`src/hdl/priority_round_robin_scheduler_assert.svh`:
```
// Assertion macros for the priority round robin scheduler.
`ifndef PRIORITY_ROUND_ROBIN_SCHEDULER_ASSERT_SVH
`define PRIORITY_ROUND_ROBIN_SCHEDULER_ASSERT_SVH

// Same-cycle implication, checked on the rising edge of clk outside reset.
`define PRRS_ASSERT_SAME(lbl, ante, cons, msg) \
  lbl: assert property (@(posedge clk) disable iff (!rst_n) (ante) |-> (cons)) \
    else $error(msg);

// Next-cycle implication, checked on the rising edge of clk outside reset.
`define PRRS_ASSERT_NEXT(lbl, ante, cons, msg) \
  lbl: assert property (@(posedge clk) disable iff (!rst_n) (ante) |=> (cons)) \
    else $error(msg);

`endif

```
`src/hdl/prrs_ram.sv`:
```
// Generic single-port-write, single-port-read RAM with registered read data.
`default_nettype none
module prrs_ram #(
  parameter int WIDTH = 8,
  parameter int DEPTH = 16
) (
  input  wire logic                     clk,
  input  wire logic                     we,
  input  wire logic [$clog2(DEPTH)-1:0] waddr,
  input  wire logic [WIDTH-1:0]         wdata,
  input  wire logic [$clog2(DEPTH)-1:0] raddr,
  output logic      [WIDTH-1:0]         rdata
);

  logic [WIDTH-1:0] mem [DEPTH];

  always_ff @(posedge clk) begin
    if (we) begin
      mem[waddr] <= wdata;
    end
    rdata <= mem[raddr];
  end

endmodule
`default_nettype wire

```
`config.mk`:
```
export PLATFORM = sky130hd
export DESIGN_NAME = prrs_ram
export DESIGN_NICKNAME = d
export VERILOG_FILES = /design/src/hdl/priority_round_robin_scheduler_assert.svh /design/src/hdl/prrs_ram.sv
export SDC_FILE = /design/constraint.sdc
export NUM_CORES = 1
export LEC_CHECK = 0
export BUFFER_PORTS_ARGS = -buffer_cell sky130_fd_sc_hd__clkbuf_2
export CORE_ASPECT_RATIO = 1.25
export CORE_MARGIN = 4
export CORE_UTILIZATION = 25
export DETAILED_ROUTE_END_ITERATION = 6
export GPL_TIMING_DRIVEN = 0
export PLACE_DENSITY = 0.52
export SYNTH_ARGS = -nofsm -noshare
export SYNTH_HDL_FRONTEND = slang
export SYNTH_SLANG_ARGS = --single-unit
```
`constraint.sdc`:
```
create_clock -name clk -period 1.5 [get_ports clk]
set_input_delay 0.075 -clock clk [delete_from_list [all_inputs] [get_ports clk]]
set_output_delay 0.075 -clock clk [all_outputs]
set_load 0.02 [all_outputs]
```
-- Word-level counts from Yosys, hierarchy flattened
Memory sizes are Yosys's and may differ from the RTL's. A register that Yosys moved wholly into a read port is not among the register bits.
Index checks and enable logic that the tools add are counted.
- output and inout bits: 8
- word-level logic and storage cells: 3
- memories: 1
- memory bits (writable): 128
- flip-flop bits (word level): 0
- input bits: 18
- multiplexer cells: 2
- memory list (memory ; depth ; width ; read ports ; clocked after Yosys merged registers in ; write ports ; line ; text):
    mem ; 16 ; 8 ; 1 ; 1 ; 1 ; prrs_ram.sv:15 ; logic [WIDTH-1:0] mem [DEPTH];
- operators by type and width (kind ; count):
    two-way mux 1 bit ; 2

-- Depth between registers and ports, before layout
- depth after elaboration: 2
- depth in mapped cells: 5
- gate-level depth less buffers: 3

-- Least setup slack after synthesis
OpenSTA, ideal clock, no wires.
- path type: input port to flip-flop
- start: in waddr[2]
- end: mem mem[0][0] (enable)
- arrival: 1.185 ns
- path buffers: 0
- path slack: -0.068 ns
- stages: 2
- data required time: 1.117 ns
- library setup time: 0.383 ns
- cells stage by stage: or3b_2 > nor3_1
- RTL lines (element ; line ; text):
    start, declared ; prrs_ram.sv:9 ; input wire logic [$clog2(DEPTH)-1:0] waddr,
    end, declared ; prrs_ram.sv:15 ;
Straight into the memory's write port.

==> out/metrics.yaml <==
status: "finished, final reports clean"
hold_violations: 0
syn-cell-area_um2: 5150
grt_pass1_vias: 2471
synth_seq_area_share: 0.778
grt_pass1_wl_um: 15400
grt_max_degree: 17
postCtsSetupBuffers: 0
area_growth_pct: 19.1
final_cells: 554
synthAdderAreaFrac: 0
syn_inst: 229
min_period_ns: 1.44
path_cells: "mux4_1, a22oi_2, nand2_1"
utilization: 0.304
power_w: 0.00815
clock_skew_ns: 0.00596
place_congestion: 0.752
drv_cap: 0
power.leakage_nw: 1.98
slowest_delay_ns: 0.57
required_ns: 1.77
postLayoutCellArea_um2: 6130
die_y_um: 168
synth_compound_area_frac: 0.0233
reg2reg_slack_ns: 0.06
clockPowerShare: 0.420
track_usage: 0.0962
crit_end: "rdata[2]$_DFF_P_"
synthTopCellsByArea: "edfxtp_1, mux4_2, mux4_1"
synth_xor_area_frac: 0
synth_area_leader_cell: "edfxtp_1"
crit_path_start: "mem[2][2]$_DFFE_PP_"
cp_max_fo: 1
root_buffer: "clkbuf_16"
setup_viol: 0
cts-buffers-inserted: 17
routedWlPerCell_um: 18.7
synth_warnings: 0
cts_tree: "built"
critPathArrivalTime_ns: 1.72
cp_slowest_cell: "mux4_1"
drive_above_1_share: 0.282
synth_flop_cell: "edfxtp_1"
synth_common_cells: "edfxtp_1, mux4_2, a22oi_1"
place_area_um2: 5610
clkLatencyLatePin_ns: 0.40
cp-start-kind: "flop"
p_sw_w: 0.00165
cts-hold-fix-buffers: 0
synthMuxAreaShare: 0.150
antenna_found_initial: 0
syn-num-nets: 247
yosys.cell_count.top_type: "edfxtp_1"
hold_class: "in -> reg"
drt.antenna.violating_nets: 0
rsz0062_at_grt: "false"
period_share: 0.962
critical_path_class: "reg -> reg"
worst_pin_slew_ns: 0.852
viasPerCell: 4.24
whs_ns: 0.137
synthDominantCellAreaShare: 0.747
ys_types: 19
clock_sinks: 136
nets: 290
maxSlewHeadroom: 0.430
dp_hpwl_um: 6820
synthSimpleGateAreaFrac: 0.0318
switching_share: 0.202
ir_worst_vdd_uv: 721
rows: 58
drt_iter0_drc: 182
p_comb_frac: 0.055
io_buffers: 24
place_inst: 523
power_per_cell_area_nw_per_um2: 1330
firstDrtPassIters: 4
p_int_w: 0.00650
async_flop_share: 0
clock_path_buffers: 2
h-tree-depth: 4
cts.reportedPaths.clkPinSlew_ns: 0.05
start_util: 0.255
synth_top_family_by_area: "multiplexers"
path_depth: 3
fp.coreArea_um2: 20200
endpoint_kind: "flop"
r2r-start: "mem[2][2]$_DFFE_PP_"
via_count: 2348
synth_seq_cells: 136
critPathBufInv: 0
fmax_ghz: 0.693
wirelength_um: 10400
finalMaxSlewViolations: 0
synth_edf_count: 128
r2r_cells: 3
diodes: 0
grt.overflow.total: 0
drc_errors: 0
seq_power_share: 0.525
die_x_um: 136
crit_family: "multiplexers"
worstReg2RegEnd: "rdata[2]$_DFF_P_"
io_pins: 26
syn_avg_cell_area_um2: 22.5
die-area_um2: 23000
worst min path at each step:
stage | start | to | slack [ns] | cells after the start
after detailed placement | rdata[5]$_DFF_P_ | rdata[5] | 0.50 | 1
final | wdata[6] | mem[13][6]$_DFFE_PP_ | 0.14 | 1
after floorplan | wdata[0] | mem[0][0]$_DFFE_PP_ | 0.17 | 0
after CTS | wdata[6] | mem[13][6]$_DFFE_PP_ | 0.12 | 1
after global placement | rdata[2]$_DFF_P_ | rdata[2] | 0.50 | 1
after global routing | wdata[5] | mem[15][5]$_DFFE_PP_ | 0.15 | 1
area by class of cell:
type                    instances  area, um^2
plain buffers                  10        86.3
clock inverters                 6        27.5
fillers                      2034       14000
multi-input cells              83        1100
well taps                     270         338
clock buffers                  25         455
repair buffers                 24         120
flip-flops and latches        136        4000
cells in the final DEF, fill, tap and decap left out, types with 2 or more instances in the layout:
master           count
nor2_1              13
clkbuf_16           17
mux4_2              18
nor3_2               4
nand2_1              9
a22oi_2              4
nand3b_1             2
buf_2                3
dfxtp_1              8
clkinv_1             4
clkbuf_2            24
clkbuf_1             8
a22oi_1             12
buf_6                3
nand2b_1             2
edfxtp_1           128
clkdlybuf4s25_2      3
mux4_1              14
per-stage QoR:
step	worst slack [ns]	TNS (ns)
6_report	0.0575	0
5_1_grt	0.0545	0
4_1_cts	0.0156	0
3_5_place_dp	-0.450	-20.26
3_3_place_gp	-0.444	-19.63
2_1_floorplan	0.159	0
cell families after synthesis:
family / Yosys count
and+or+nand+nor: 35
DFF: 136
buffers and inverters: 10
AOI/OAI and AO/OA: 16
muxes: 32
flip-flops by register name, indices dropped and copies added (netlist names):
| name | flops |
|---|---|
| rdata | 8 |
| mem | 128 |
worst register-to-register path, stage by stage (launching register included):
cell	delay, ns
edfxtp_1	0.36
mux4_1	0.57
a22oi_2	0.28
nand2_1	0.11
power groups by stage:
stage	Combinational, W	Sequential [W]	Clock (W)
after floorplan	0.000216	0.00438	0
after global placement	0.000441	0.00434	0
after detailed placement	0.000449	0.00435	0
after CTS	0.000450	0.00428	0.00348
after global routing	0.000485	0.00428	0.00368
final	0.000449	0.00427	0.00342
timing repair:
action	in CTS	in global routing
setup endpoints to repair	16	12
hold endpoints to repair	0	0
gates resized for setup	2	5
per-layer routing:
| metal | vias to the layer above | part of all wire | global-route usage |
|---|---|---|---|
| li1 | 1058 | - | - |
| met1 | 1212 | 0.45 | 0.127 |
| met2 | 65 | 0.47 | 0.142 |
| met3 | 13 | 0.057 | 0.0347 |
| met4 | 0 | 0.020 | 0.0421 |
| met5 | - | 0 | 0 |
No activity file was read; power rests on OpenSTA's default activity.
